### config.mk
export PLATFORM = sky130hd
export DESIGN_NAME = hcbp_back
export DESIGN_NICKNAME = d
export VERILOG_FILES = /design/src/hdl/hcbp_pkg.sv /design/src/hdl/hcbp_back.sv
export SDC_FILE = /design/constraint.sdc
export NUM_CORES = 1
export LEC_CHECK = 0
export BUFFER_PORTS_ARGS = -buffer_cell sky130_fd_sc_hd__buf_2
export CORE_MARGIN = 3
export CORE_UTILIZATION = 55
export DETAILED_ROUTE_END_ITERATION = 8
export PLACE_DENSITY = 0.77
export SYNTH_ARGS = -nofsm -noshare
export SYNTH_HDL_FRONTEND = slang
export SYNTH_SLANG_ARGS = --single-unit
### constraint.sdc
create_clock -name clk -period 4.2 [get_ports clk]
set_input_delay 0.63 -clock clk [delete_from_list [all_inputs] [get_ports clk]]
set_output_delay 0.63 -clock clk [all_outputs]
set_load 0.01 [all_outputs]
### src/hdl/hcbp_pkg.sv
// shared types and constants for the huffman code bit packer
`timescale 1ns / 1ps

package hcbp_pkg;

  localparam int CMD_W  = 2;
  localparam int SYM_W  = 8;
  localparam int CODE_W = 24;
  localparam int LEN_W  = 5;
  localparam int KIND_W = 2;
  localparam int BYTE_W = 8;
  localparam int PAD_W  = 3;
  localparam int PEND_W = 7;
  localparam int CNT_W  = 3;

  localparam int DEF_MAX_CODE_LEN  = 24;
  localparam int DEF_ALPHABET_SIZE = 256;

  localparam int Q_DEPTH = 4;

  typedef enum logic [CMD_W-1:0] {
    CMD_LOAD   = 2'd0,
    CMD_ENCODE = 2'd1,
    CMD_FLUSH  = 2'd2
  } cmd_t;

  typedef enum logic [KIND_W-1:0] {
    KIND_DATA = 2'd0,
    KIND_END  = 2'd1,
    KIND_ERR  = 2'd2
  } kind_t;

  typedef enum logic [1:0] {
    OP_ENCODE = 2'd0,
    OP_ERROR  = 2'd1,
    OP_FLUSH  = 2'd2
  } op_t;

  typedef enum logic [1:0] {
    BK_IDLE  = 2'd0,
    BK_BYTES = 2'd1,
    BK_END   = 2'd2
  } back_state_t;

  typedef struct packed {
    op_t               op;
    logic [CODE_W-1:0] code;
    logic [LEN_W-1:0]  len;
  } q_entry_t;

  typedef struct packed {
    logic full;
    logic empty;
  } q_status_t;

endpackage

### src/hdl/hcbp_back.sv
// back end: bit buffer, byte packing, flush, error reports and result register
`timescale 1ns / 1ps

module hcbp_back import hcbp_pkg::*; #(
  parameter int MAX_CODE_LEN = DEF_MAX_CODE_LEN
) (
  input  logic              clk,
  input  logic              rst_n,
  input  q_entry_t          head,
  input  q_status_t         q_stat,
  output logic              pop,
  output logic              out_valid,
  input  logic              out_ready,
  output logic [KIND_W-1:0] out_kind,
  output logic [BYTE_W-1:0] out_byte,
  output logic [PAD_W-1:0]  out_pad_bits,
  output logic              out_last
);

  localparam int ACC_W = MAX_CODE_LEN + PEND_W;
  localparam int TOT_W = $clog2(ACC_W + 1);
  localparam logic [TOT_W-1:0] TOT_BYTE = TOT_W'(BYTE_W);

  back_state_t       state_r, state_nxt;
  logic [ACC_W-1:0]  acc_r, acc_nxt;
  logic [TOT_W-1:0]  tot_r, tot_nxt;
  logic [PAD_W-1:0]  pad_r, pad_nxt;
  logic [PEND_W-1:0] pend_bits_r, pend_bits_nxt;
  logic [CNT_W-1:0]  pend_cnt_r, pend_cnt_nxt;

  logic              out_valid_r;
  kind_t             out_kind_r;
  logic [BYTE_W-1:0] out_byte_r;
  logic [PAD_W-1:0]  out_pad_r;
  logic              out_last_r;

  logic              can_emit;
  logic [ACC_W-1:0]  acc_new;
  logic [TOT_W-1:0]  tot_new;
  logic [ACC_W-1:0]  src_acc;
  logic [TOT_W-1:0]  src_tot;
  logic [TOT_W-1:0]  rem;
  logic [BYTE_W-1:0] byte_x;
  logic              have_byte;
  logic              rem_more;
  logic [PEND_W-1:0] keep_mask;
  logic [PAD_W-1:0]  flush_pad;
  logic [BYTE_W-1:0] flush_byte;

  logic              emit;
  kind_t             e_kind;
  logic [BYTE_W-1:0] e_byte;
  logic [PAD_W-1:0]  e_pad;
  logic              e_last;

  assign can_emit = !out_valid_r || out_ready;
  assign pop      = (state_r == BK_IDLE) && !q_stat.empty && can_emit;

  // append new code below the pending bits
  assign acc_new = (ACC_W'(pend_bits_r) << head.len) | ACC_W'(head.code);
  assign tot_new = TOT_W'(pend_cnt_r) + TOT_W'(head.len);

  assign src_acc   = (state_r == BK_BYTES) ? acc_r : acc_new;
  assign src_tot   = (state_r == BK_BYTES) ? tot_r : tot_new;
  assign rem       = src_tot - TOT_BYTE;
  assign byte_x    = BYTE_W'(src_acc >> rem);
  assign have_byte = (src_tot >= TOT_BYTE);
  assign rem_more  = (rem >= TOT_BYTE);

  assign keep_mask  = PEND_W'((8'd1 << tot_new[CNT_W-1:0]) - 8'd1);
  assign flush_pad  = PAD_W'(4'd8 - {1'b0, pend_cnt_r});
  assign flush_byte = BYTE_W'({1'b0, pend_bits_r} << flush_pad);

  // next state
  always_comb begin
    state_nxt = state_r;
    unique case (state_r)
      BK_IDLE: begin
        if (pop) begin
          case (head.op)
            OP_ENCODE: state_nxt = (have_byte && rem_more) ? BK_BYTES : BK_IDLE;
            OP_FLUSH:  state_nxt = (pend_cnt_r != '0) ? BK_END : BK_IDLE;
            default:   state_nxt = BK_IDLE;
          endcase
        end
      end
      BK_BYTES: begin
        if (can_emit && !rem_more) begin
          state_nxt = BK_IDLE;
        end
      end
      BK_END: begin
        if (can_emit) begin
          state_nxt = BK_IDLE;
        end
      end
      default: state_nxt = BK_IDLE;
    endcase
  end

  // results and buffer updates
  always_comb begin
    emit          = 1'b0;
    e_kind        = KIND_DATA;
    e_byte        = '0;
    e_pad         = '0;
    e_last        = 1'b0;
    acc_nxt       = acc_r;
    tot_nxt       = tot_r;
    pad_nxt       = pad_r;
    pend_bits_nxt = pend_bits_r;
    pend_cnt_nxt  = pend_cnt_r;
    unique case (state_r)
      BK_IDLE: begin
        if (pop) begin
          case (head.op)
            OP_ENCODE: begin
              pend_cnt_nxt  = tot_new[CNT_W-1:0];
              pend_bits_nxt = acc_new[PEND_W-1:0] & keep_mask;
              acc_nxt       = acc_new;
              tot_nxt       = rem;
              if (have_byte) begin
                emit   = 1'b1;
                e_byte = byte_x;
                e_last = !rem_more;
              end
            end
            OP_FLUSH: begin
              pend_bits_nxt = '0;
              pend_cnt_nxt  = '0;
              emit          = 1'b1;
              if (pend_cnt_r != '0) begin
                e_byte  = flush_byte;
                pad_nxt = flush_pad;
              end else begin
                e_kind = KIND_END;
                e_last = 1'b1;
              end
            end
            default: begin
              emit   = 1'b1;
              e_kind = KIND_ERR;
              e_last = 1'b1;
            end
          endcase
        end
      end
      BK_BYTES: begin
        if (can_emit) begin
          emit    = 1'b1;
          e_byte  = byte_x;
          e_last  = !rem_more;
          tot_nxt = rem;
        end
      end
      BK_END: begin
        if (can_emit) begin
          emit   = 1'b1;
          e_kind = KIND_END;
          e_pad  = pad_r;
          e_last = 1'b1;
        end
      end
      default: emit = 1'b0;
    endcase
  end

  always_ff @(posedge clk) begin
    if (!rst_n) begin
      state_r     <= BK_IDLE;
      pend_bits_r <= '0;
      pend_cnt_r  <= '0;
      out_valid_r <= 1'b0;
    end else begin
      state_r     <= state_nxt;
      pend_bits_r <= pend_bits_nxt;
      pend_cnt_r  <= pend_cnt_nxt;
      if (emit) begin
        out_valid_r <= 1'b1;
      end else if (out_ready) begin
        out_valid_r <= 1'b0;
      end
    end
  end

  always_ff @(posedge clk) begin
    acc_r <= acc_nxt;
    tot_r <= tot_nxt;
    pad_r <= pad_nxt;
    if (emit) begin
      out_kind_r <= e_kind;
      out_byte_r <= e_byte;
      out_pad_r  <= e_pad;
      out_last_r <= e_last;
    end
  end

  assign out_valid    = out_valid_r;
  assign out_kind     = out_kind_r;
  assign out_byte     = out_byte_r;
  assign out_pad_bits = out_pad_r;
  assign out_last     = out_last_r;

endmodule

# After elaboration in Yosys (flattened, before gate mapping)
# Cells that the tools add are included.
# totals
elab_cells	91
input_bits	36
ff_bits	66
output_inout_bits	16
# op_classes
n_shift	4
magnitude_cmp	2
bitwise	2
n_reduce_logical	21
n_addsub	4
eq_ne	8
mux	39
# ops
cell	n
$mux 8	4
$pmux 8 s2	2
$mux 31	1
$or 31x24->31	1
$shl 7x5->31	1
$shr 31x5->8	1
$mux 5	4
$pmux 7 s2	1
$mux 1	13
$pmux 2 s2	3
$ge 5x4->1 const B	2
$mux 2	5
$pmux 5 s2	1
$reduce_and 3->1	3
$reduce_and 4->1	2
$shl 7x3->8	1
$and 7x7->7	1
$shl 1x3->7 const A	1
$sub 7x1->7 const B	1
$ne 2x2->1 const B	3
$pmux 2 s3	1
$pmux 3 s2	1
$reduce_bool 2->1	3
$add 3x5->5	1
other kinds (14)	23

# Depth between registers and ports, before layout
# Gate-level depths: netlist of the first run.
# logic_depth
word_depth	9
ltp_mapped	17

# Least setup slack after synthesis of the first run
# OpenSTA, ideal clock, no wires.
# synth_path
path_type	input to register
from	input port head[1] (netlist name)
to	register out_byte_r[7], in the netlist out_byte[7], data pin
setup_ns	0.261
required_time_ns	3.939
t_arrival_ns	3.542
stages	14
slack_ns	0.397
cell_sequence	ha_1 a21oi_1 mux2_2 or2_2 clkbuf_1 inv_1 buf_2 ha_1 inv_1 a31o_2 a22oi_1 nor2_1 a32o_1 a311o_1
# synth_between
elab_chain_len	8
elab_cells_between_ends	13
classes_between	add/sub: 2; order compare: 1; shift: 2; mux: 7; bitwise: 1
# synth_lines
element	line_no	rtl
start, declared	hcbp_back.sv:9	input q_entry_t head,
$add 3x5->5 (*)	hcbp_back.sv:61	assign tot_new = TOT_W'(pend_cnt_r) + TOT_W'(head.len);
$mux 5 (*)	hcbp_back.sv:64	assign src_tot = (state_r == BK_BYTES) ? tot_r : tot_new;
$sub 5x4->5 (*)	hcbp_back.sv:65	assign rem = src_tot - TOT_BYTE;
net rem[3]	hcbp_back.sv:42	logic [TOT_W-1:0] rem;
$shr 31x5->8 (*)	hcbp_back.sv:66	assign byte_x = BYTE_W'(src_acc >> rem);
$mux 8	hcbp_back.sv:122	if (have_byte) begin
$pmux 8 s2	hcbp_back.sv:116	case (head.op)
$mux 8	hcbp_back.sv:115	if (pop) begin
$pmux 8 s2 (*)	hcbp_back.sv:113	unique case (state_r)
net e_byte[7]	hcbp_back.sv:52	logic [BYTE_W-1:0] e_byte;
end signal, assigned	hcbp_back.sv:192	out_byte_r <= e_byte;
end, declared	hcbp_back.sv:33	logic [BYTE_W-1:0] out_byte_r;
# Mark *: on every way through the listed nets, which the timed path passes. The rest lies on a longest branch.
# A chain may end at the register's enable or synchronous reset.

# Worst setup path after layout of the first run
# layout_path
from	register pend_cnt_r[0]
to	register out_byte_r[7], in the netlist out_byte[7], data pin
# layout_between
elab_chain_len	8
elab_cells_between_ends	14
classes_between	add/sub: 3; order compare: 1; shift: 2; mux: 7; reduce/logical: 1
# layout_lines
element	line_no	rtl
start, declared	hcbp_back.sv:29	logic [CNT_W-1:0] pend_cnt_r, pend_cnt_nxt;
start signal, assigned	hcbp_back.sv:177	pend_cnt_r <= pend_cnt_nxt;
$add 3x5->5	hcbp_back.sv:61	
$mux 5	hcbp_back.sv:64	
$sub 5x4->5	hcbp_back.sv:65	
$shr 31x5->8	hcbp_back.sv:66	
$mux 8	hcbp_back.sv:122	
$pmux 8 s2	hcbp_back.sv:116	
$mux 8	hcbp_back.sv:115	
$pmux 8 s2 (*)	hcbp_back.sv:113	
net e_byte[7]	hcbp_back.sv:52	
# Marks and branches as above.

==> impl_metrics.py, run 1 <==
metrics = {
    "status": {
        "status": "complete, no violations",
    },
    "sta": {
        "fmax_ghz": 0.268,
        "relSlewSlack": 0.500,
        "timing.hold.ws_ns": 0.536,
        "fin_crit_sh": 0.888,
        "hold_violations": 0,
        "finalMaxSlewViolations": 0,
        "min_period_ns": 3.73,
        "setup_viol_count_final": 0,
        "setup_tns_ns": 0,
        "clock_skew_ns": 0.0105,
        "worst_pin_slew_ns": 0.748,
        "rsz0062_at_grt": "false",
    },
    "clocking": {
        "post_cts_buffers": 0,
        "clkTransAtPathRegs_ns": 0.09,
        "cts.sinks": 66,
        "clk_latency_ns": 0.36,
        "cts_buffers": 9,
        "cts_hold_buf": 0,
        "cts_root_buffer": "clkbuf_8",
        "htreeDepth": 3,
        "cts_tree": "built",
        "ctsLongestPathBuffers": 2,
        "cts_repair_resize_count": 0,
    },
    "cells_and_area": {
        "fillers": 897,
        "diodes": 0,
        "syn_to_final_growth_pct": 10.1,
        "stdcell_area_um2": 6770,
        "finalNetCount": 800,
        "drive_gt1_frac": 0.190,
    },
    "global_routing": {
        "overflow": 0,
        "grt_pass1_vias": 6110,
        "grt_first_pass_wirelength_um": 34800,
        "antenna_found_initial": 0,
        "grt_max_degree": 53,
        "track_usage": 0.353,
    },
    "routing": {
        "vias_per_cell": 7.19,
        "initialDrtViolationCount": 1004,
        "vias": 6410,
        "firstDrtPassIters": 5,
        "drc": 0,
        "wl_per_cell_um": 24.9,
        "top_layer": "met4",
        "met1Wirelength_um": 8900,
        "postRouteAntennaNets": 0,
        "wirelength_um": 22200,
        "route.met3.wl_um": 2760,
        "route.met2.wl_um": 9540,
    },
    "floorplanning": {
        "fp.dieW_um": 112,
        "coreArea_um2": 10600,
        "initial_core_util": 0.580,
        "die_area_um2": 12500,
        "fp.dieH_um": 112,
        "rows": 37,
        "io_pins": 52,
    },
    "setup_path": {
        "cp-end-kind": "flop",
        "startpoint_type": "flop",
        "path_max_fanout": 16,
        "crit_type": "flop to flop",
        "cp.required_ns": 4.32,
        "cp.arrival_ns": 3.85,
    },
    "place": {
        "place.port_buffers": 50,
        "postPlaceCellArea_um2": 6560,
        "gp_congestion": 1.00,
        "hpwl_um": 16700,
    },
    "synthesis": {
        "synth_area_um2": 6150,
        "syn_area_per_cell_um2": 8.58,
        "synth_common_cells": "nand2_1 (64), edfxtp_1 (53), nor2_1 (47)",
        "synthAdderAreaFrac": 0.0277,
        "syn_nets": 766,
        "synth_warnings": 0,
        "synth_top_family_by_area": "compound AO/OA/AOI/OAI gates",
        "synth_edf_count": 53,
        "synthXorXnorAreaFrac": 0.00712,
        "synth_compound_area_frac": 0.267,
        "synthTopCellsByArea": "edfxtp_1 (26%), mux2i_1 (6.7%), dfxtp_1 (4.2%), nand2_1 (3.9%), a21oi_1 (3.3%)",
        "synth_mux_area_frac": 0.136,
        "netlist_instances": 717,
        "synth.distinct_cells": 78,
        "ys.flop_type": "edfxtp_1",
        "synth.most_common_cell": "nand2_1",
        "synth-simple-area-share": 0.196,
        "async_flop_share": 0,
        "yosys.area.top_type_share": 0.259,
        "ys_seq_area_frac": 0.301,
        "ys_seq_elements": 66,
        "yosysTopAreaCell": "edfxtp_1",
    },
    "power": {
        "p_clk_frac": 0.288,
        "cellInternalPower_mw": 1.29,
        "ir_drop_mv": 0.221,
        "swShare": 0.373,
        "switching_power_uw": 766,
        "powerDensity_nw_per_um2": 303,
        "leakage_nw": 2.62,
        "combPwrFrac": 0.336,
        "seq_power_share": 0.376,
    },
    "flow_run": {
        "maxCapViolations": 0,
    },
    "hold_path": {
        "hold_path_class": "flop to flop",
    },
}
[per-layer routing]
metal  GRT usage  vias up
met1       0.512     2995
met4       0.144        0
met2       0.514      519
met3      0.0712       63
li1            -     2833
met5           0        -
[flip-flops by register name, summed over array words and instances, names as in the netlist]
| register | flops |
|---|---|
| pad_r | 3 |
| pend_bits_r | 7 |
| pend_cnt_r | 3 |
| out_valid | 1 |
| out_last | 1 |
| out_kind | 2 |
| tot_r | 5 |
| state_r | 2 |
| out_pad_bits | 3 |
| acc_r | 31 |
| out_byte | 8 |
[stage by stage]
stage / worst slack [ns] / power, mW / cells / util
3_5_place_dp: 0.289 / 1.45 / 876 / 0.618
2_1_floorplan: 0.397 / 1.22 / 717 / -
3_3_place_gp: 0.336 / 1.44 / 876 / 0.618
5_1_grt: 0.240 / 2.13 / 892 / 0.639
4_1_cts: 0.529 / 2.02 / 892 / 0.639
6_report: 0.469 / 2.05 / 892 / 0.639
[power by group through the flow]
| stage | clock (mW) | sequential, mW | combinational, mW |
|---|---|---|---|
| 2_1_floorplan | 0 | 0.783 | 0.441 |
| 3_3_place_gp | 0 | 0.784 | 0.657 |
| 3_5_place_dp | 0 | 0.786 | 0.662 |
| 4_1_cts | 0.585 | 0.771 | 0.666 |
| 5_1_grt | 0.621 | 0.774 | 0.737 |
| 6_report | 0.590 | 0.772 | 0.690 |
[cells by family (layout without fill, tap and decap cells)]
family                     Yosys count  after routing
buffers and inverters               96            135
xor gates and xnor gates             5              5
AOI/OAI and AO/OA                  233            233
muxes                               69             69
adders and majority gates           13             13
and+or+nand+nor                    235            235
DFF                                 66             66
[layout by cell type (no fill, tap or decap), types with 8 or more instances in the layout]
cell type	n
edfxtp_1	53
dfxtp_1	13
o221ai_1	15
clkbuf_8	9
buf_2	50
a22oi_1	11
o211ai_1	13
a211oi_1	20
mux2i_1	41
nor3_1	20
nand2_1	64
and3_1	14
a21o_1	9
inv_1	35
mux4_2	8
a21oi_1	40
o22ai_1	22
nand2b_1	11
a32oi_1	9
nand3_1	15
ha_1	11
nor2_1	47
a31oi_1	10
o21ai_0	28
buf_4	29
mux2_2	17
nor2b_1	19
[path summary, 6_finish.rpt]
check	start	end	slack, ns	cells past startpoint
hold reg to reg	state_r[0]	state_r[0]	0.54	2
setup / recovery	pend_cnt_r[0]	out_byte[7]	0.47	13
hold / removal	state_r[0]	state_r[0]	0.54	2
setup reg to reg	pend_cnt_r[0]	out_byte[7]	0.47	13
[area by class of cell]
cell class	instances	area, µm²	area share
timing repair buffer	80	488	0.0721
multi-input combinational	555	3900	0.576
clock inverter	5	42.5	0.00628
tap	136	170	0.0251
inverter	39	146	0.0216
clock buffer	11	174	0.0257
sequential	66	1850	0.273
[critical path, stage by stage, from the launching register on]
cell,delay [ns]
dfxtp_1,0.48
ha_1,0.31
fa_1,0.44
a21oi_1,0.18
nor2b_1,0.08
xnor2_1,0.12
mux2i_1,0.22
ha_1,0.18
inv_1,0.04
a31o_2,0.25
a22oi_1,0.35
nor2_1,0.22
a32o_1,0.30
a311o_1,0.31
(Power assumes the default switching activity.)
==> inputs of run 2 (changes only) <==
--- a/config.mk
+++ b/config.mk
@@ -5,11 +5,13 @@
 export SDC_FILE = /design/constraint.sdc
 export NUM_CORES = 1
 export LEC_CHECK = 0
+export ABC_AREA = 1
 export BUFFER_PORTS_ARGS = -buffer_cell sky130_fd_sc_hd__buf_2
 export CORE_MARGIN = 3
-export CORE_UTILIZATION = 55
+export CORE_UTILIZATION = 45
 export DETAILED_ROUTE_END_ITERATION = 8
-export PLACE_DENSITY = 0.77
+export HOLD_SLACK_MARGIN = 0.15
+export PLACE_DENSITY = 0.66
 export SYNTH_ARGS = -nofsm -noshare
 export SYNTH_HDL_FRONTEND = slang
 export SYNTH_SLANG_ARGS = --single-unit
==> impl_metrics.py, run 2 <==
metrics = {
    "sta": {
        "fmax_ghz": 0.288,
        "clock_skew_ns": 0.0105,
        "finalMaxSlewViolations": 0,
        "relSlewSlack": 0.528,
        "min_period_ns": 3.47,
        "setup_tns_ns": 0,
        "setup_viol_count_final": 0,
        "fin_ws_ns": 0.729,
        "fin_crit_sh": 0.826,
        "worst_pin_slew_ns": 0.708,
        "hold_violations": 0,
        "rsz0062_at_grt": "false",
    },
    "floorplanning": {
        "fp.dieW_um": 117,
        "rows": 40,
        "die_area_um2": 13800,
        "coreArea_um2": 12100,
        "fp.dieH_um": 117,
        "io_pins": 52,
        "initial_core_util": 0.464,
    },
    "synthesis": {
        "syn_area_per_cell_um2": 6.71,
        "synth_common_cells": "nand2_1 (228), nand3_1 (217), inv_1 (69)",
        "ys_seq_elements": 66,
        "yosys.area.top_type_share": 0.285,
        "synth_edf_count": 53,
        "syn_nets": 883,
        "yosysTopAreaCell": "edfxtp_1",
        "synth.most_common_cell": "nand2_1",
        "synth.distinct_cells": 46,
        "synthTopCellsByArea": "edfxtp_1 (28%), nand3_1 (19%), nand2_1 (15%), dfxtp_1 (4.7%), inv_1 (4.6%)",
        "synth_warnings": 0,
        "ys.flop_type": "edfxtp_1",
        "netlist_instances": 834,
        "ys_seq_area_frac": 0.331,
        "synth_area_um2": 5590,
        "async_flop_share": 0,
    },
    "power": {
        "leakage_nw": 2.85,
        "ir_drop_mv": 0.236,
        "power.total_mw": 3.53,
        "powerDensity_nw_per_um2": 567,
    },
    "clocking": {
        "cts_tree": "built",
        "ctsLongestPathBuffers": 2,
        "cts_repair_resize_count": 0,
        "cts.sinks": 66,
        "htreeDepth": 3,
        "clk_latency_ns": 0.34,
        "cts_hold_buf": 0,
        "cts_root_buffer": "clkbuf_16",
        "post_cts_buffers": 0,
        "clkTransAtPathRegs_ns": 0.06,
        "cts_buffers": 9,
    },
    "place": {
        "place.port_buffers": 50,
        "hpwl_um": 13100,
        "place_ws_ns": 0.676,
        "gp_congestion": 0.983,
    },
    "global_routing": {
        "grt_max_degree": 36,
        "grt_first_pass_wirelength_um": 26900,
        "overflow": 0,
        "antenna_found_initial": 0,
        "grt_pass1_vias": 5102,
        "track_usage": 0.243,
    },
    "cells_and_area": {
        "finalNetCount": 917,
        "fillers": 1247,
        "syn_to_final_growth_pct": 11.1,
        "drive_gt1_frac": 0.155,
        "regArea_um2": 1850,
        "final_cell_mix": "nand2_1 (228), nand3_1 (217), inv_1 (69)",
        "final_common_cell": "nand2_1",
        "largest_register_ffs": 31,
        "multi_input_area_um2": 3200,
        "top_register": "acc_r",
        "diodes": 0,
    },
    "status": {
        "status": "complete, no violations",
    },
    "routing": {
        "drc": 0,
        "initialDrtViolationCount": 526,
        "wirelength_um": 16900,
        "vias_per_cell": 5.50,
        "wl_per_cell_um": 16.2,
        "firstDrtPassIters": 7,
        "postRouteAntennaNets": 0,
        "vias": 5730,
    },
    "hold_path": {
        "hold_path_class": "flop to flop",
    },
    "setup_path": {
        "cp-end-kind": "flop",
        "startpoint_type": "flop",
        "cp.arrival_ns": 3.64,
        "crit_type": "flop to flop",
        "r2r_slack_ns": 0.73,
        "cp.required_ns": 4.36,
        "path_max_fanout": 16,
    },
    "flow_run": {
        "maxCapViolations": 0,
    },
}
==> run 2: cell types whose count changed after synthesis, moves of 19 or more <==
cell      change
mux2i_1      -39
nand2_1     +164
a211oi_1     -20
nor2b_1      -19
clkbuf_1     -30
nand3_1     +202
o22ai_1      -21
inv_1        +34
==> run 2: final timing paths <==
check                  from             end  cells past startpoint
min reg2reg  pend_bits_r[3]  pend_bits_r[3]                      2
max              state_r[1]     out_byte[6]                     14
min          pend_bits_r[3]  pend_bits_r[3]                      2
max reg2reg      state_r[1]     out_byte[6]                     14
==> run 2: cells by family after synthesis <==
| kind of cell | Yosys count | share of synthesized area |
|---|---|---|
| buffers and inverters | 124 | 0.0989 |
| DFF | 66 | 0.331 |
| AOI/OAI and AO/OA | 84 | 0.0931 |
| and+or+nand+nor | 545 | 0.443 |
| adders and majority gates | 13 | 0.0304 |
| muxes | 2 | 0.00358 |
==> run 2: final cells by class <==
type / count / area share
multi-input cells: 644 / 0.514
well taps: 168 / 0.0338
inverters: 82 / 0.0503
clock buffers: 13 / 0.0421
repair buffers: 65 / 0.0584
flip-flops and latches: 66 / 0.298
clock inverters: 3 / 0.00342
==> run 2: report_power, final <==
group / internal, mW / total [mW] / switching [mW]
Combinational: 0.612 / 1.92 / 1.31
Clock: 0.439 / 0.734 / 0.295
Sequential: 0.842 / 0.873 / 0.0307
==> run 2: routing by layer <==
metal	GRT usage	wire length, µm	up-vias
met4	0.0725	435	0
met3	0.0408	1260	31
li1	-	-	2886
met1	0.369	8080	2563
met2	0.354	7130	250
met5	0	0	-
==> run 2: per-stage QoR <==
stage / cells / hold slack (ns) / instance area, µm² / util
2_1_floorplan: 834 / 0.449 / 5590 / -
3_3_place_gp: 1025 / 0.516 / 5930 / 0.492
3_5_place_dp: 1025 / 0.513 / 5930 / 0.492
4_1_cts: 1041 / 0.522 / 6220 / 0.515
5_1_grt: 1041 / 0.555 / 6220 / 0.515
6_report: 1041 / 0.525 / 6220 / 0.515
==> run 2: critical path, stage by stage (launching register included) <==
cell     delay, ns
dfxtp_1       0.33
inv_1         0.10
ha_1          0.49
inv_2         0.26
o21ai_2       0.64
inv_1         0.29
ha_1          0.28
and2_4        0.17
nor2_4        0.14
inv_2         0.05
o21ai_2       0.15
inv_2         0.08
a31oi_1       0.14
nand2_1       0.09
o21ai_0       0.11
