File: src/hdl/hcbp_pkg.sv
// shared types and constants for the huffman code bit packer
`timescale 1ns / 1ps

package hcbp_pkg;

  localparam int CMD_W  = 2;
  localparam int SYM_W  = 8;
  localparam int CODE_W = 24;
  localparam int LEN_W  = 5;
  localparam int KIND_W = 2;
  localparam int BYTE_W = 8;
  localparam int PAD_W  = 3;
  localparam int PEND_W = 7;
  localparam int CNT_W  = 3;

  localparam int DEF_MAX_CODE_LEN  = 24;
  localparam int DEF_ALPHABET_SIZE = 256;

  localparam int Q_DEPTH = 4;

  typedef enum logic [CMD_W-1:0] {
    CMD_LOAD   = 2'd0,
    CMD_ENCODE = 2'd1,
    CMD_FLUSH  = 2'd2
  } cmd_t;

  typedef enum logic [KIND_W-1:0] {
    KIND_DATA = 2'd0,
    KIND_END  = 2'd1,
    KIND_ERR  = 2'd2
  } kind_t;

  typedef enum logic [1:0] {
    OP_ENCODE = 2'd0,
    OP_ERROR  = 2'd1,
    OP_FLUSH  = 2'd2
  } op_t;

  typedef enum logic [1:0] {
    BK_IDLE  = 2'd0,
    BK_BYTES = 2'd1,
    BK_END   = 2'd2
  } back_state_t;

  typedef struct packed {
    op_t               op;
    logic [CODE_W-1:0] code;
    logic [LEN_W-1:0]  len;
  } q_entry_t;

  typedef struct packed {
    logic full;
    logic empty;
  } q_status_t;

endpackage

File: src/hdl/hcbp_queue.sv
// short fifo of classified items between front and back end
`timescale 1ns / 1ps

module hcbp_queue import hcbp_pkg::*; (
  input  logic      clk,
  input  logic      rst_n,
  input  logic      push_valid,
  input  q_entry_t  push_entry,
  input  logic      pop,
  output q_entry_t  head,
  output q_status_t stat
);

  localparam int PTR_W = (Q_DEPTH > 1) ? $clog2(Q_DEPTH) : 1;

  q_entry_t         mem_r [Q_DEPTH];
  logic [PTR_W-1:0] wr_ptr_r, wr_ptr_nxt;
  logic [PTR_W-1:0] rd_ptr_r, rd_ptr_nxt;
  logic [PTR_W:0]   cnt_r, cnt_nxt;

  always_comb begin
    wr_ptr_nxt = wr_ptr_r;
    rd_ptr_nxt = rd_ptr_r;
    cnt_nxt    = cnt_r;
    if (push_valid) begin
      wr_ptr_nxt = (wr_ptr_r == PTR_W'(Q_DEPTH - 1)) ? '0 : wr_ptr_r + 1'b1;
    end
    if (pop) begin
      rd_ptr_nxt = (rd_ptr_r == PTR_W'(Q_DEPTH - 1)) ? '0 : rd_ptr_r + 1'b1;
    end
    if (push_valid && !pop) begin
      cnt_nxt = cnt_r + 1'b1;
    end else if (!push_valid && pop) begin
      cnt_nxt = cnt_r - 1'b1;
    end
  end

  always_ff @(posedge clk) begin
    if (!rst_n) begin
      wr_ptr_r <= '0;
      rd_ptr_r <= '0;
      cnt_r    <= '0;
    end else begin
      wr_ptr_r <= wr_ptr_nxt;
      rd_ptr_r <= rd_ptr_nxt;
      cnt_r    <= cnt_nxt;
    end
  end

  always_ff @(posedge clk) begin
    if (push_valid) begin
      mem_r[wr_ptr_r] <= push_entry;
    end
  end

  assign head       = mem_r[rd_ptr_r];
  assign stat.full  = (cnt_r == (PTR_W+1)'(Q_DEPTH));
  assign stat.empty = (cnt_r == '0);

endmodule

File: config.mk
export PLATFORM = sky130hd
export DESIGN_NAME = hcbp_queue
export DESIGN_NICKNAME = d
export VERILOG_FILES = /design/src/hdl/hcbp_pkg.sv /design/src/hdl/hcbp_queue.sv
export SDC_FILE = /design/constraint.sdc
export NUM_CORES = 1
export LEC_CHECK = 0
export ABC_AREA = 1
export BUFFER_PORTS_ARGS = -buffer_cell sky130_fd_sc_hd__buf_2
export CORE_MARGIN = 2
export CORE_UTILIZATION = 57
export DETAILED_ROUTE_END_ITERATION = 16
export GPL_TIMING_DRIVEN = 0
export PLACE_DENSITY = 0.81
export SLEW_MARGIN = 20
export SYNTH_ARGS = -nofsm -noshare
export SYNTH_HDL_FRONTEND = slang
export SYNTH_SLANG_ARGS = --single-unit
File: constraint.sdc
create_clock -name clk -period 2.2 [get_ports clk]
set_clock_uncertainty 0.05 [all_clocks]
set_input_delay 0.22 -clock clk [delete_from_list [all_inputs] [get_ports clk]]
set_output_delay 0.22 -clock clk [all_outputs]
set_load 0.1 [all_outputs]
After elaboration in Yosys (flattened, before gate mapping)
Memories as Yosys holds them, arrays and structs flattened. A register that Yosys moved wholly into a read port is not among the register bits.
Cells that the tools add are included.
{"block": "classes", "muxes": 8, "n_addsub": 4, "reduce_logical": 6, "eq_ne": 3}
{"op": "2-bit two-way mux", "count": 4}
{"op": "3-bit two-way mux", "count": 2}
{"op": "2-bit by 1-bit adder with 2-bit output (second input constant)", "count": 2}
{"op": "2-bit equality test (second input constant)", "count": 2}
{"op": "3-bit by 1-bit adder with 3-bit output (second input constant)", "count": 1}
{"op": "3-bit equality test (second input constant)", "count": 1}
{"op": "3-bit logical NOT", "count": 1}
{"op": "3-bit by 1-bit subtractor with 3-bit output (second input constant)", "count": 1}
{"op": "1-bit logical AND", "count": 2}
{"op": "1-bit logical NOT", "count": 2}
{"op": "1-bit two-way mux", "count": 2}
{"op": "2-bit nonzero test", "count": 1}
{"block": "totals", "in_bits": 35, "ram_bits": 124, "memories": 1, "ff_bits": 7}
{"memory": "mem_r", "depth": 4, "width": 31, "read_ports": 1, "rd_ports_with_merged_regs": 1, "write_ports": 1, "line_no": "hcbp_queue.sv:16", "rtl": "q_entry_t mem_r [Q_DEPTH];"}

Depth between registers and ports, before layout
Gate-level depths: netlist of the first run.
{"block": "logic_depth", "depth_word": 4, "mapped_depth": 10, "ltp_nobuf": 10}

Least setup slack after synthesis of the first run
No wires, ideal clock.
{"block": "synth_path", "path_type": "register -> output", "from": "register cnt_r[0]", "to": "output port stat[0] (netlist name)", "slack_ps": -488, "t_arrival_ps": 2418, "path_buffers": 0, "required_time_ps": 1930, "stages_incl_launch_ff": 2, "cell_sequence": "dfxtp_1 nor3_1"}
{"item": "from (decl)", "line_no": "hcbp_queue.sv:19", "rtl": "logic [PTR_W:0] cnt_r, cnt_nxt;"}
{"item": "from (signal assigned)", "line_no": "hcbp_queue.sv:46", "rtl": "cnt_r <= cnt_nxt;"}
{"item": "to (decl)", "line_no": "hcbp_queue.sv:11", "rtl": "output q_status_t stat"}

==> qor.txt, run 1 <==
GLOBAL ROUTING
--------------------------------------------------------------------------------
Wire length of the first global-routing pass ......................     16900 um
Total global routing track utilization ............................        0.234
Number of antenna violations at the first check in global routing .            0
Global route overflow .............................................            0
Maximum number of pins on one net before global-route repair ......           32
Via count of the first global-routing pass ........................         3513

LAYOUT
--------------------------------------------------------------------------------
Final non-filler cell total .......................................          598
Fraction of final layout cells with drive strength greater than 1 .        0.310
Summed area of non-filler cells in the final layout ............... 0.00679 sq mm
Final-stage net count .............................................          520
Antenna diode count ...............................................            0
Final cell utilization of the core ................................        0.783
Area added between synthesis and finish ...........................        33.2%

ROUTE
--------------------------------------------------------------------------------
Met2 routed WL ....................................................      6050 um
ANT nets after route ..............................................            0
Routed wire length per instance ...................................      18.9 um
Number of remaining DRC errors ....................................            0
Met3 routed WL ....................................................       610 um
Total via count after detailed routing ............................         3378
First DRT Iteration DRCs ..........................................          283
Number of detailed-route iterations in the first pass .............            5
Top layer in use ..................................................         met4
Drt via density ...................................................         5.65
DRT Wirelength ....................................................     11300 um
Routed metal-1 wire length ........................................      4450 um

POWER
--------------------------------------------------------------------------------
Int Pwr ...........................................................      5160 uW
Pwr per Cell Area ................................................. 1070 mW/mm^2
Maximum ir drop on the vdd rail ...................................     0.706 mV
Net load switching power ..........................................      2130 uW
Clock network fraction of total power .............................        0.407
Overall power of the completed layout .............................      7290 uW
Combinational Power Share .........................................        0.192
Pleak .............................................................   0.00256 uW
Register share of total power .....................................        0.402
Switching share of total power ....................................        0.292

DIE
--------------------------------------------------------------------------------
DIE HEIGHT ........................................................      98.6 um
Number of top-level pins ..........................................           68
CORE AREA ......................................................... 0.00868 sq mm
Area of the die ................................................... 0.00972 sq mm
Chip width ........................................................      98.6 um
Initial core utilization ..........................................        0.588
Row count .........................................................           34

SYNTH
--------------------------------------------------------------------------------
Portion of the post-synthesis area used by sequential elements ....        0.766
Synth Warn # ......................................................            0
Post-synthesis area per instance ..................................   14.2 sq um
Distinct cell type count after synthesis ..........................           19
Number of instances in the synthesized netlist ....................          359
Seq cells post-synth ..............................................          133
Syn Std Cell Area ................................................. 0.00510 sq mm
Synthesized netlist net count .....................................          401

CLOCK NETWORK
--------------------------------------------------------------------------------
Clock insertion delay at the later pin of the skew report .........      0.51 ns
Root cell of the clock tree ....................................... sky130_fd_sc_hd__clkbuf_8
Number of buffers inserted during clock tree synthesis ............           17
Total number of H-tree levels .....................................            4
Clock transition at the registers of the reported paths ...........      0.06 ns
Maximum count of clock buffers along a single path ................            2
Clock tree from TritonCTS .........................................         done
Sink Count ........................................................          133

CRITICAL PATH
--------------------------------------------------------------------------------
Worst path required time ..........................................      1.93 ns
Depth of the worst register-to-register path ......................            3
Peak per-stage delay on the critical path .........................      0.46 ns
CP Data Arrival Time ..............................................      1.88 ns
Crit. End Element ................................................. primary output
CP Buf/Inv Count ..................................................            4
R2R Setup Slk .....................................................      0.52 ns
Slowest CP cell ................................................... sky130_fd_sc_hd__buf_2
Cell-by-cell listing of the critical path ......................... buf_6 -> inv_8 -> buf_6 -> nor2_1 -> o22ai_2 -> buf_2
Startpoint of the worst-slack reg-to-reg timing path ..............  wr_ptr_r[0]
Crit Reg-Reg Endpoint ............................................. mem_r[3][18]
Worst Setup Start Kind ............................................    flip-flop
Cell class contributing the biggest share of worst-path delay ..... buffers and inverters
Most Frequent Cell on Critical Path ............................... sky130_fd_sc_hd__buf_6
Type of the worst setup path ...................................... flip-flop to primary output
Maximum fanout along the worst path ...............................           10

PLACED DESIGN
--------------------------------------------------------------------------------
Area after detailed placement ..................................... 0.00576 sq mm
Global placer's final weighted congestion .........................        0.760
Final HPWL DP .....................................................      6000 um
IO Port Bufs ......................................................           67
Pre-CTS setup slack ...............................................     0.522 ns
Cell total after placement ........................................          534

FLOW RUN
--------------------------------------------------------------------------------
Number of maximum-capacitance constraint violations ...............            0

TIMING
--------------------------------------------------------------------------------
Number of failing hold endpoints at the final stage ...............            0
Setup ws final ....................................................    0.0545 ns
Final number of setup-violating endpoints .........................            0
Final critical delay including setup and external delays ..........      2.15 ns
Count of final max-slew check failures ............................            0
Share of the clock period used by the worst path after layout .....        0.975
Headroom to the max-slew limit ....................................        0.473
Actual transition at the worst max-transition pin .................     0.789 ns
Maximum clock rate ................................................      466 MHz

MIN PATH
--------------------------------------------------------------------------------
Min-Delay Path Class .............................................. input pin to flip-flop
Hold path start ...................................................   push_valid
Hold Path Cell Cnt ................................................            3
Hold path endpoint ................................................  wr_ptr_r[1]

STATUS
--------------------------------------------------------------------------------
Status ............................................................ finished clean

-- synthesized netlist by cell type --
cell type	instances	share of area
sky130_fd_sc_hd__fa_1	1	0.0039
sky130_fd_sc_hd__o21ai_1	58	0.057
sky130_fd_sc_hd__buf_6	10	0.022
sky130_fd_sc_hd__o21ai_0	7	0.0069
sky130_fd_sc_hd__nor2_1	70	0.052
sky130_fd_sc_hd__nand3_1	1	0.00098
sky130_fd_sc_hd__nand2_1	8	0.0059
sky130_fd_sc_hd__nor3_1	4	0.0039
sky130_fd_sc_hd__inv_1	15	0.011
sky130_fd_sc_hd__inv_8	1	0.0022
sky130_fd_sc_hd__a21oi_1	3	0.0029
sky130_fd_sc_hd__dfxtp_1	9	0.035
sky130_fd_sc_hd__o22ai_1	31	0.038
sky130_fd_sc_hd__nand4_1	1	0.0012
sky130_fd_sc_hd__buf_2	6	0.0059
sky130_fd_sc_hd__xor2_1	1	0.0017
sky130_fd_sc_hd__edfxtp_1	124	0.73
sky130_fd_sc_hd__ha_1	6	0.015
sky130_fd_sc_hd__buf_4	3	0.0044
-- worst max path at each step --
stage	start	end	slack, ns	cells past startpoint
after global placement	wr_ptr_r[0]	mem_r[0][19]	0.11	4
after floorplan	cnt_r[0]	stat[0]	-0.49	1
after detailed placement	wr_ptr_r[0]	mem_r[0][19]	0.52	4
after global routing	flip-flop	head[22]	-0.02	4
after CTS	flip-flop	head[29]	0.001	4
final	flip-flop	head[11]	0.05	6
-- flip-flops by register name (all words and copies together), names as in the netlist, named ones only --
register / cells
mem_r: 124
cnt_r: 3
rd_ptr_r: 2
wr_ptr_r: 2
-- cell families (layout without fill, tap and decap cells) --
family | after synthesis | count (layout) | synth area share
AOI/OAI and AO/OA | 99 | 99 | 0.105
xor gates and xnor gates | 1 | 1 | 0.00172
adders and majority gates | 7 | 7 | 0.0187
buffers and inverters | 35 | 166 | 0.0456
DFF | 133 | 133 | 0.766
and+or+nand+nor | 84 | 84 | 0.0636
-- per-stage QoR --
| stage | TNS, ns | hold WS, ns |
|---|---|---|
| CTS | 0 | 0.0116 |
| detailed placement | 0 | 0.385 |
| global route | -0.0179 | 0.0260 |
| global placement | 0 | 0.380 |
| floorplan | -0.977 | 0.269 |
| finish | 0 | 0.0336 |
-- worst min-delay path: stages --
cell and delay [ns]:
sky130_fd_sc_hd__buf_2 0.14, sky130_fd_sc_hd__inv_1 0.11, sky130_fd_sc_hd__a21oi_1 0.08
-- power by group through the flow --
| stage | Combinational [uW] | Sequential, uW | Clock, uW |
|---|---|---|---|
| finish | 1400 | 2930 | 2970 |
| global route | 1460 | 2940 | 3080 |
| CTS | 1360 | 2930 | 2980 |
| detailed placement | 1300 | 2980 | 0 |
| global placement | 1270 | 2980 | 0 |
| floorplan | 1060 | 2970 | 0 |
-- final cells by class --
| class | instances | area, sq um |
|---|---|---|
| repair buffers | 100 | 741 |
| plain buffers | 19 | 165 |
| flip-flops and latches | 133 | 3900 |
| clock inverters | 14 | 210 |
| inverters | 16 | 67.6 |
| fillers | 505 | 1890 |
| clock buffers | 17 | 414 |
| well taps | 108 | 135 |
| multi-input cells | 191 | 1160 |
-- repair_timing --
item	4_1_cts	5_1_grt
resized for setup	2	29
gates cloned	0	0
setup buffers	0	0
endpoints found under the hold margin	133	0
setup endpoints to repair	2	28
hold buffers	33	0
-- per-layer routing --
metal / track usage / up-vias
met5: 0 / -
met4: 0.137 / 0
met2: 0.388 / 128
met3: 0.0617 / 17
li1: - / 1566
met1: 0.276 / 1667
-- layout by cell type, fill, tap and decap left out, drive strengths merged --
cell,instances
nor2,70
nand2,8
dfxtp,9
nand4,1
edfxtp,124
bufinv,5
ha,6
nand3,1
inv,16
xor2,1
o21ai,65
a21oi,3
clkbuf,44
clkinv,7
buf,59
nor3,4
fa,1
o22ai,31
clkinvlp,2
dlygate4sd3,33
(Power assumes the default switching activity.)
==> run 2: changes to the inputs <==
--- a/config.mk
+++ b/config.mk
@@ -7,7 +7,6 @@
 export LEC_CHECK = 0
 export ABC_AREA = 1
 export BUFFER_PORTS_ARGS = -buffer_cell sky130_fd_sc_hd__buf_2
-export CORE_MARGIN = 2
 export CORE_UTILIZATION = 57
 export DETAILED_ROUTE_END_ITERATION = 16
 export GPL_TIMING_DRIVEN = 0
==> constraint.sdc (replaced) <==
create_clock -name clk -period 2.2 [get_ports clk]
set_clock_uncertainty 0.05 [all_clocks]
set_input_delay 0.11 -clock clk [delete_from_list [all_inputs] [get_ports clk]]
set_output_delay 0.11 -clock clk [all_outputs]
set_load 0.1 [all_outputs]
==> qor.txt, run 2 (synthesis results as in run 1) <==
POWER
--------------------------------------------------------------------------------
Maximum ir drop on the vdd rail ...................................     0.655 mV   -7.3%
Pleak .............................................................   0.00253 uW   -1.2%
Pwr per Cell Area ................................................. 1070 mW/mm^2   -0.49%

LAYOUT
--------------------------------------------------------------------------------
Final non-filler cell total .......................................          600   +0.33%
Max FFs per register ..............................................          124   unchanged
Largest registers ................................................. mem_r (124), cnt_r (3)
Antenna diode count ...............................................            0   unchanged
Most common library cell in the layout ignoring fill and taps ..... sky130_fd_sc_hd__edfxtp_1
Fraction of final layout cells with drive strength greater than 1 .        0.311   +0.000772
Summed area of non-filler cells in the final layout ............... 0.00673 sq mm   -0.96%
Final cell utilization of the core ................................        0.775   -0.00750
Final-stage net count .............................................          521   +0.19%
Area added between synthesis and finish ...........................        32.0%
Highest-count cells in the layout ignoring fill and taps .......... sky130_fd_sc_hd__edfxtp_1 (124), sky130_fd_sc_hd__buf_2 (71), sky130_fd_sc_hd__nor2_1 (70)
Register name with the most flops .................................        mem_r

GLOBAL ROUTING
--------------------------------------------------------------------------------
Wire length of the first global-routing pass ......................     16100 um   -4.8%
Number of antenna violations at the first check in global routing .            0   unchanged
Global route overflow .............................................            0   unchanged
Via count of the first global-routing pass ........................         3296   -6.2%
Maximum number of pins on one net before global-route repair ......           32   unchanged
Total global routing track utilization ............................        0.249   +0.0148

DIE
--------------------------------------------------------------------------------
Initial core utilization ..........................................        0.588   unchanged
Area of the die ................................................... 0.00933 sq mm   -4.0%
DIE HEIGHT ........................................................      96.6 um   -2.0%
Number of top-level pins ..........................................           68   unchanged
Chip width ........................................................      96.6 um   -2.0%
CORE AREA ......................................................... 0.00868 sq mm   unchanged
Row count .........................................................           34   unchanged

CRITICAL PATH
--------------------------------------------------------------------------------
Crit. End Element ................................................. primary output
R2R Setup Slk .....................................................      0.54 ns   +0.02 ns
Maximum fanout along the worst path ...............................           10   unchanged
Depth of the worst register-to-register path ......................            4   +1
Critical path destination .........................................      head[7]
Startpoint of the worst-slack reg-to-reg timing path ..............  wr_ptr_r[0]
CP Data Arrival Time ..............................................      1.93 ns   +0.05 ns
Worst path required time ..........................................      2.04 ns   +0.11 ns
Crit Reg-Reg Endpoint ............................................. mem_r[0][19]
Type of the worst setup path ...................................... flip-flop to primary output
Worst Setup Start Kind ............................................    flip-flop

ROUTE
--------------------------------------------------------------------------------
Number of detailed-route iterations in the first pass .............            5   unchanged
DRT Wirelength ....................................................     10500 um   -7.1%
ANT nets after route ..............................................            0   unchanged
Drt via density ...................................................         5.61   -0.72%
Routed wire length per instance ...................................      17.5 um   -7.4%
First DRT Iteration DRCs ..........................................          143   -49%
Total via count after detailed routing ............................         3365   -0.38%
Number of remaining DRC errors ....................................            0   unchanged

CLOCK NETWORK
--------------------------------------------------------------------------------
Sink Count ........................................................          133   unchanged
Number of buffers inserted during clock tree synthesis ............           17   unchanged
Clock insertion delay at the later pin of the skew report .........      0.52 ns   about the same
Total number of H-tree levels .....................................            4   unchanged
Root cell of the clock tree ....................................... sky130_fd_sc_hd__clkbuf_8
Maximum count of clock buffers along a single path ................            2   unchanged
Clock transition at the registers of the reported paths ...........      0.06 ns   about the same
Clock tree from TritonCTS .........................................         done

TIMING
--------------------------------------------------------------------------------
Count of final max-slew check failures ............................            0   unchanged
Setup ws final ....................................................     0.107 ns   +0.0526 ns
Maximum clock rate ................................................      478 MHz   +2.5%
Final number of setup-violating endpoints .........................            0   unchanged
Setup repair after global routing missed its margin ...............           no
Final critical delay including setup and external delays ..........      2.09 ns   -0.0526 ns
Headroom to the max-slew limit ....................................        0.476   +0.00248
Number of failing hold endpoints at the final stage ...............            0   unchanged
Actual transition at the worst max-transition pin .................     0.785 ns   -0.00371 ns
Share of the clock period used by the worst path after layout .....        0.951   -0.0239

MIN PATH
--------------------------------------------------------------------------------
Min-Delay Path Class .............................................. input pin to flip-flop

PLACED DESIGN
--------------------------------------------------------------------------------
Area after detailed placement ..................................... 0.00576 sq mm   unchanged
IO Port Bufs ......................................................           67   unchanged
Final HPWL DP .....................................................      5760 um   -4.1%
Cell total after placement ........................................          534   unchanged
Global placer's final weighted congestion .........................        0.710   -6.5%
Pre-CTS setup slack ...............................................     0.523 ns   +0.000511 ns

FLOW RUN
--------------------------------------------------------------------------------
Number of maximum-capacitance constraint violations ...............            0   unchanged

STATUS
--------------------------------------------------------------------------------
Status ............................................................ finished clean

-- run 2: cell types whose count changed in the layout (fill, tap and decap cells not counted), sizes merged --
cell	delta
clkinvlp	+3
clkbuf	-24
clkinv	-5
bufinv	-1
dlygate4sd3	+1
buf	+25
inv	+3
-- run 2: timing repair --
item                                    4_1_cts  5_1_grt
setup buffers                                 0        0
endpoints found under the setup margin        0        2
gates resized for setup                       0        2
endpoints found under the hold margin       133        0
hold buffers                                 34        0
-- run 2: per-layer routing --
layer  share of wire  track usage  up-vias  routed length, um
met4           0.017       0.0956        0                182
li1                -            -     1568                  -
met5               0            0        -                  0
met2            0.51        0.423      155               5370
met3           0.084       0.0775       19                884
met1            0.39        0.297     1623               4080
-- run 2: worst min path at each step --
stage | slack [ns] | end | from | cells past startpoint
finish | 0.28 | mem_r[2][3] | push_entry[3] | 2
detailed placement | 0.28 | mem_r[0][5] | push_entry[5] | 1
floorplan | 0.16 | mem_r[0][0] | push_entry[0] | 0
global route | 0.28 | mem_r[2][9] | push_entry[9] | 2
global placement | 0.27 | mem_r[2][3] | push_entry[3] | 1
CTS | 0.27 | mem_r[2][5] | push_entry[5] | 2
-- run 2: critical path: stages, from the launching register on --
cell	delay (ns)
sky130_fd_sc_hd__dfxtp_1	0.34
sky130_fd_sc_hd__inv_1	0.10
sky130_fd_sc_hd__buf_2	0.24
sky130_fd_sc_hd__o21ai_1	0.12
sky130_fd_sc_hd__o22ai_2	0.15
sky130_fd_sc_hd__buf_2	0.46
-- run 2: power breakdown --
part	internal, uW	switching (uW)
Sequential	2890	39.3
Combinational	298	1060
Clock	1850	1050
-- run 2: cell type report --
class | count | area, sq um
sequential | 133 | 3900
timing repair buffer | 101 | 681
clock buffer | 18 | 418
fill | 522 | 1950
multi-input combinational | 191 | 1160
clock inverter | 14 | 201
tap | 108 | 135
buffer | 19 | 165
inverter | 16 | 67.6
-- run 2: through the flow --
stage	total power (uW)	hold slack, ns	setup TNS [ns]
5_1_grt	7390	0.285	0
6_report	7190	0.281	0
4_1_cts	7200	0.272	0
2_1_floorplan	4030	0.159	-0.757
3_3_place_gp	4250	0.269	0
3_5_place_dp	4280	0.278	0
==> run 3: changes to the inputs <==
--- a/config.mk
+++ b/config.mk
@@ -5,12 +5,12 @@
 export SDC_FILE = /design/constraint.sdc
 export NUM_CORES = 1
 export LEC_CHECK = 0
-export ABC_AREA = 1
 export BUFFER_PORTS_ARGS = -buffer_cell sky130_fd_sc_hd__buf_2
-export CORE_UTILIZATION = 57
+export CORE_UTILIZATION = 56
 export DETAILED_ROUTE_END_ITERATION = 16
 export GPL_TIMING_DRIVEN = 0
-export PLACE_DENSITY = 0.81
+export HOLD_SLACK_MARGIN = 0.06
+export PLACE_DENSITY = 0.8
 export SLEW_MARGIN = 20
 export SYNTH_ARGS = -nofsm -noshare
 export SYNTH_HDL_FRONTEND = slang
==> qor.txt, run 3 <==
STATUS
------------------------------------------------------------------------------------
Status ................................................................ finished clean

LAYOUT
------------------------------------------------------------------------------------
Most common library cell in the layout ignoring fill and taps ......... sky130_fd_sc_hd__edfxtp_1
Fraction of final layout cells with drive strength greater than 1 .....        0.427   +0.116
Area added between synthesis and finish ...............................        31.1%
Largest registers ..................................................... mem_r (124), cnt_r (3)
Highest-count cells in the layout ignoring fill and taps .............. sky130_fd_sc_hd__edfxtp_1 (124), sky130_fd_sc_hd__buf_2 (55), sky130_fd_sc_hd__dlygate4sd3_1 (34)
Register name with the most flops .....................................        mem_r
Max FFs per register ..................................................          124   unchanged
Antenna diode count ...................................................            0   unchanged
Final-stage net count .................................................          371   -29%

DIE
------------------------------------------------------------------------------------
Number of top-level pins ..............................................           68   unchanged
Area of the die ....................................................... 0.00919 sq mm   -1.5%
Row count .............................................................           33   -2.9%
Chip width ............................................................      95.9 um   -0.75%
DIE HEIGHT ............................................................      95.9 um   -0.75%
CORE AREA ............................................................. 0.00838 sq mm   -3.4%
Initial core utilization ..............................................        0.588   +0.000932

POWER
------------------------------------------------------------------------------------
Register share of total power .........................................        0.434   +0.027
Pwr per Cell Area ..................................................... 1050 mW/mm^2   -1.8%
Clock network fraction of total power .................................        0.393   -0.011
Maximum ir drop on the vdd rail .......................................     0.582 mV   -11%
Overall power of the completed layout .................................      6780 uW   -5.6%
Combinational Power Share .............................................        0.174   -0.015
Net load switching power ..............................................      1960 uW   -8.8%
Switching share of total power ........................................        0.289   -0.0100
Pleak .................................................................   0.00229 uW   -9.4%
Int Pwr ...............................................................      4820 uW   -4.3%

ROUTE
------------------------------------------------------------------------------------
Number of remaining DRC errors ........................................            0   unchanged
Routed wire length per instance .......................................      20.0 um   +14%
DRT Wirelength ........................................................      8930 um   -15%
Number of detailed-route iterations in the first pass .................            4   -1
ANT nets after route ..................................................            0   unchanged
First DRT Iteration DRCs ..............................................          161   +13%
Drt via density .......................................................         5.42   -3.3%
Total via count after detailed routing ................................         2424   -28%

PLACED DESIGN
------------------------------------------------------------------------------------
Global placer's final weighted congestion .............................        0.638   -10%
IO Port Bufs ..........................................................           67   unchanged
Pre-CTS setup slack ...................................................     0.457 ns   -0.0652 ns
Final HPWL DP .........................................................      5010 um   -13%

TIMING
------------------------------------------------------------------------------------
Headroom to the max-slew limit ........................................        0.652   +0.176
Actual transition at the worst max-transition pin .....................     0.525 ns   -0.260 ns
Count of final max-slew check failures ................................            0   unchanged
Final number of setup-violating endpoints .............................            0   unchanged
Setup ws final ........................................................    0.0606 ns   -0.0464 ns
Final critical delay including setup and external delays ..............      2.14 ns   +0.0464 ns
Setup repair after global routing missed its margin ...................           no
Maximum clock rate ....................................................      467 MHz   -2.2%
Number of failing hold endpoints at the final stage ...................            0   unchanged
Share of the clock period used by the worst path after layout .........        0.972   +0.0211

GLOBAL ROUTING
------------------------------------------------------------------------------------
Via count of the first global-routing pass ............................         2548   -23%
Total global routing track utilization ................................        0.219   -0.0300
Global route overflow .................................................            0   unchanged
Maximum number of pins on one net before global-route repair ..........           23   -28%
Number of antenna violations at the first check in global routing .....            0   unchanged
Wire length of the first global-routing pass ..........................     13500 um   -16%

CRITICAL PATH
------------------------------------------------------------------------------------
R2R Setup Slk .........................................................      0.56 ns   +0.02 ns
Worst path required time ..............................................      2.04 ns   about the same
Slowest CP cell ....................................................... sky130_fd_sc_hd__mux4_2
CP Data Arrival Time ..................................................      1.98 ns   +0.05 ns
Peak per-stage delay on the critical path .............................      0.57 ns   +0.11 ns
Worst Setup Start Kind ................................................    flip-flop
Cell-by-cell listing of the critical path ............................. buf_6 -> mux4_2 -> buf_4
Crit. End Element ..................................................... primary output
Type of the worst setup path .......................................... flip-flop to primary output
CP Buf/Inv Count ......................................................            2   -1
Maximum fanout along the worst path ...................................           10   unchanged
Cell class contributing the biggest share of worst-path delay ......... multiplexers

SYNTH
------------------------------------------------------------------------------------
Seq cells post-synth ..................................................          133   unchanged
Number of instances in the synthesized netlist ........................          205   -43%
Area leader, netlist .................................................. sky130_fd_sc_hd__edfxtp_1
Syn Std Cell Area ..................................................... 0.00493 sq mm   -3.3%
Count of flip-flops with a built-in enable after synthesis ............          124   unchanged
Portion of the post-synthesis area used by sequential elements ........        0.791   +0.0258
Flip-flop cell with the highest count after synthesis ................. sky130_fd_sc_hd__edfxtp_1
Synth Warn # ..........................................................            0   unchanged
Synthesized netlist net count .........................................          247   -38%
Post-synthesis area per instance ......................................   24.1 sq um   +69%
Most frequent cells after synthesis ................................... sky130_fd_sc_hd__edfxtp_1 (124), sky130_fd_sc_hd__mux4_2 (30), sky130_fd_sc_hd__dfxtp_1 (9)
Distinct cell type count after synthesis ..............................           21   +2
Most numerous cell in the Yosys netlist ............................... sky130_fd_sc_hd__edfxtp_1
Share of the synthesized area in the top cell type ....................        0.755   +0.0246
Cell types occupying the most area after synthesis .................... sky130_fd_sc_hd__edfxtp_1 (75%), sky130_fd_sc_hd__mux4_2 (14%), sky130_fd_sc_hd__dfxtp_1 (3.7%)
Proportion of synthesized flip-flops having asynchronous set or reset .            0   unchanged

CLOCK NETWORK
------------------------------------------------------------------------------------
Post CTS Setup Buffer Count ...........................................            0   unchanged
Sink Count ............................................................          133   unchanged
Total number of H-tree levels .........................................            4   unchanged
Clock insertion delay at the later pin of the skew report .............      0.52 ns   about the same
Root cell of the clock tree ........................................... sky130_fd_sc_hd__clkbuf_8
Clock transition at the registers of the reported paths ...............      0.06 ns   about the same
Maximum count of clock buffers along a single path ....................            2   unchanged
Number of buffers inserted during clock tree synthesis ................           17   unchanged
Clock tree from TritonCTS .............................................         done

MIN PATH
------------------------------------------------------------------------------------
Min-Delay Path Class .................................................. input pin to flip-flop

FLOW RUN
------------------------------------------------------------------------------------
Number of maximum-capacitance constraint violations ...................            0   unchanged

## run 3: changes by cell type after synthesis, sizes merged, moves of 12 or more
cell / before / now
o21ai: 65 / 1
inv: 16 / 4
buf: 19 / 6
o22ai: 31 / 0
nor2: 70 / 1
mux4: 0 / 31
## run 3: power groups by stage
stage               Combinational [uW]  Sequential (uW)  Clock (uW)
CTS                               1180             2940        2700
floorplan                          897             2980           0
detailed placement                1110             2990           0
finish                            1180             2940        2660
global placement                  1070             2990           0
global route                      1230             2950        2810
## run 3: worst register-to-register path: stages, from the launching register on
cell                       delay [ns]
sky130_fd_sc_hd__dfxtp_1         0.37
sky130_fd_sc_hd__fa_1            0.45
sky130_fd_sc_hd__xor2_1          0.17
sky130_fd_sc_hd__or3_1           0.30
sky130_fd_sc_hd__a21boi_0        0.21
## run 3: per-stage QoR
step / cell area (sq um) / utilization / TNS, ns / hold WS (ns) / cells
CTS: 6460 / 0.771 / 0 / 0.274 / 447
global route: 6460 / 0.771 / 0 / 0.286 / 447
floorplan: 4940 / - / 0 / 0.159 / 205
detailed placement: 5520 / 0.658 / 0 / 0.279 / 381
global placement: 5410 / 0.645 / -11.15 / 0.272 / 377
finish: 6460 / 0.771 / 0 / 0.292 / 447
## run 3: logic make-up after synthesis
family | count (synthesis) | share of synthesized area
xor gates and xnor gates | 2 | 0.00355
and+or+nand+nor | 15 | 0.0183
adders and majority gates | 7 | 0.0193
AOI/OAI and AO/OA | 3 | 0.00406
muxes | 35 | 0.150
buffers and inverters | 10 | 0.0129
DFF | 133 | 0.791
## run 3: cell type report
type | instances | area [sq um]
buffer | 6 | 48.8
clock buffer | 17 | 414
clock inverter | 15 | 155
fill | 446 | 1920
inverter | 4 | 15.0
multi-input combinational | 62 | 980
sequential | 133 | 3910
tap | 105 | 131
timing repair buffer | 105 | 816
## run 3: worst paths after layout
path / endpoint / from / cells after the start
hold reg to reg: wr_ptr_r[1] / wr_ptr_r[1] / 2
setup / recovery: head[18] / flip-flop / 3
setup reg to reg: cnt_r[2] / cnt_r[0] / 4
hold / removal: mem_r[3][14] / push_entry[14] / 2
## run 3: per-layer routing
metal,track usage,part of all wire,up-vias
met2,0.363,0.52,78
met1,0.271,0.42,1224
li1,-,-,1108
met5,0,0,-
met4,0.0983,0.017,0
met3,0.0608,0.043,14
## run 3: what timing repair did
action,4_1_cts,5_1_grt
endpoints found under the setup margin,30,1
hold buffers,34,0
gates cloned,0,0
hold endpoints to repair,133,0
pin swaps,0,0
resized for setup,15,2
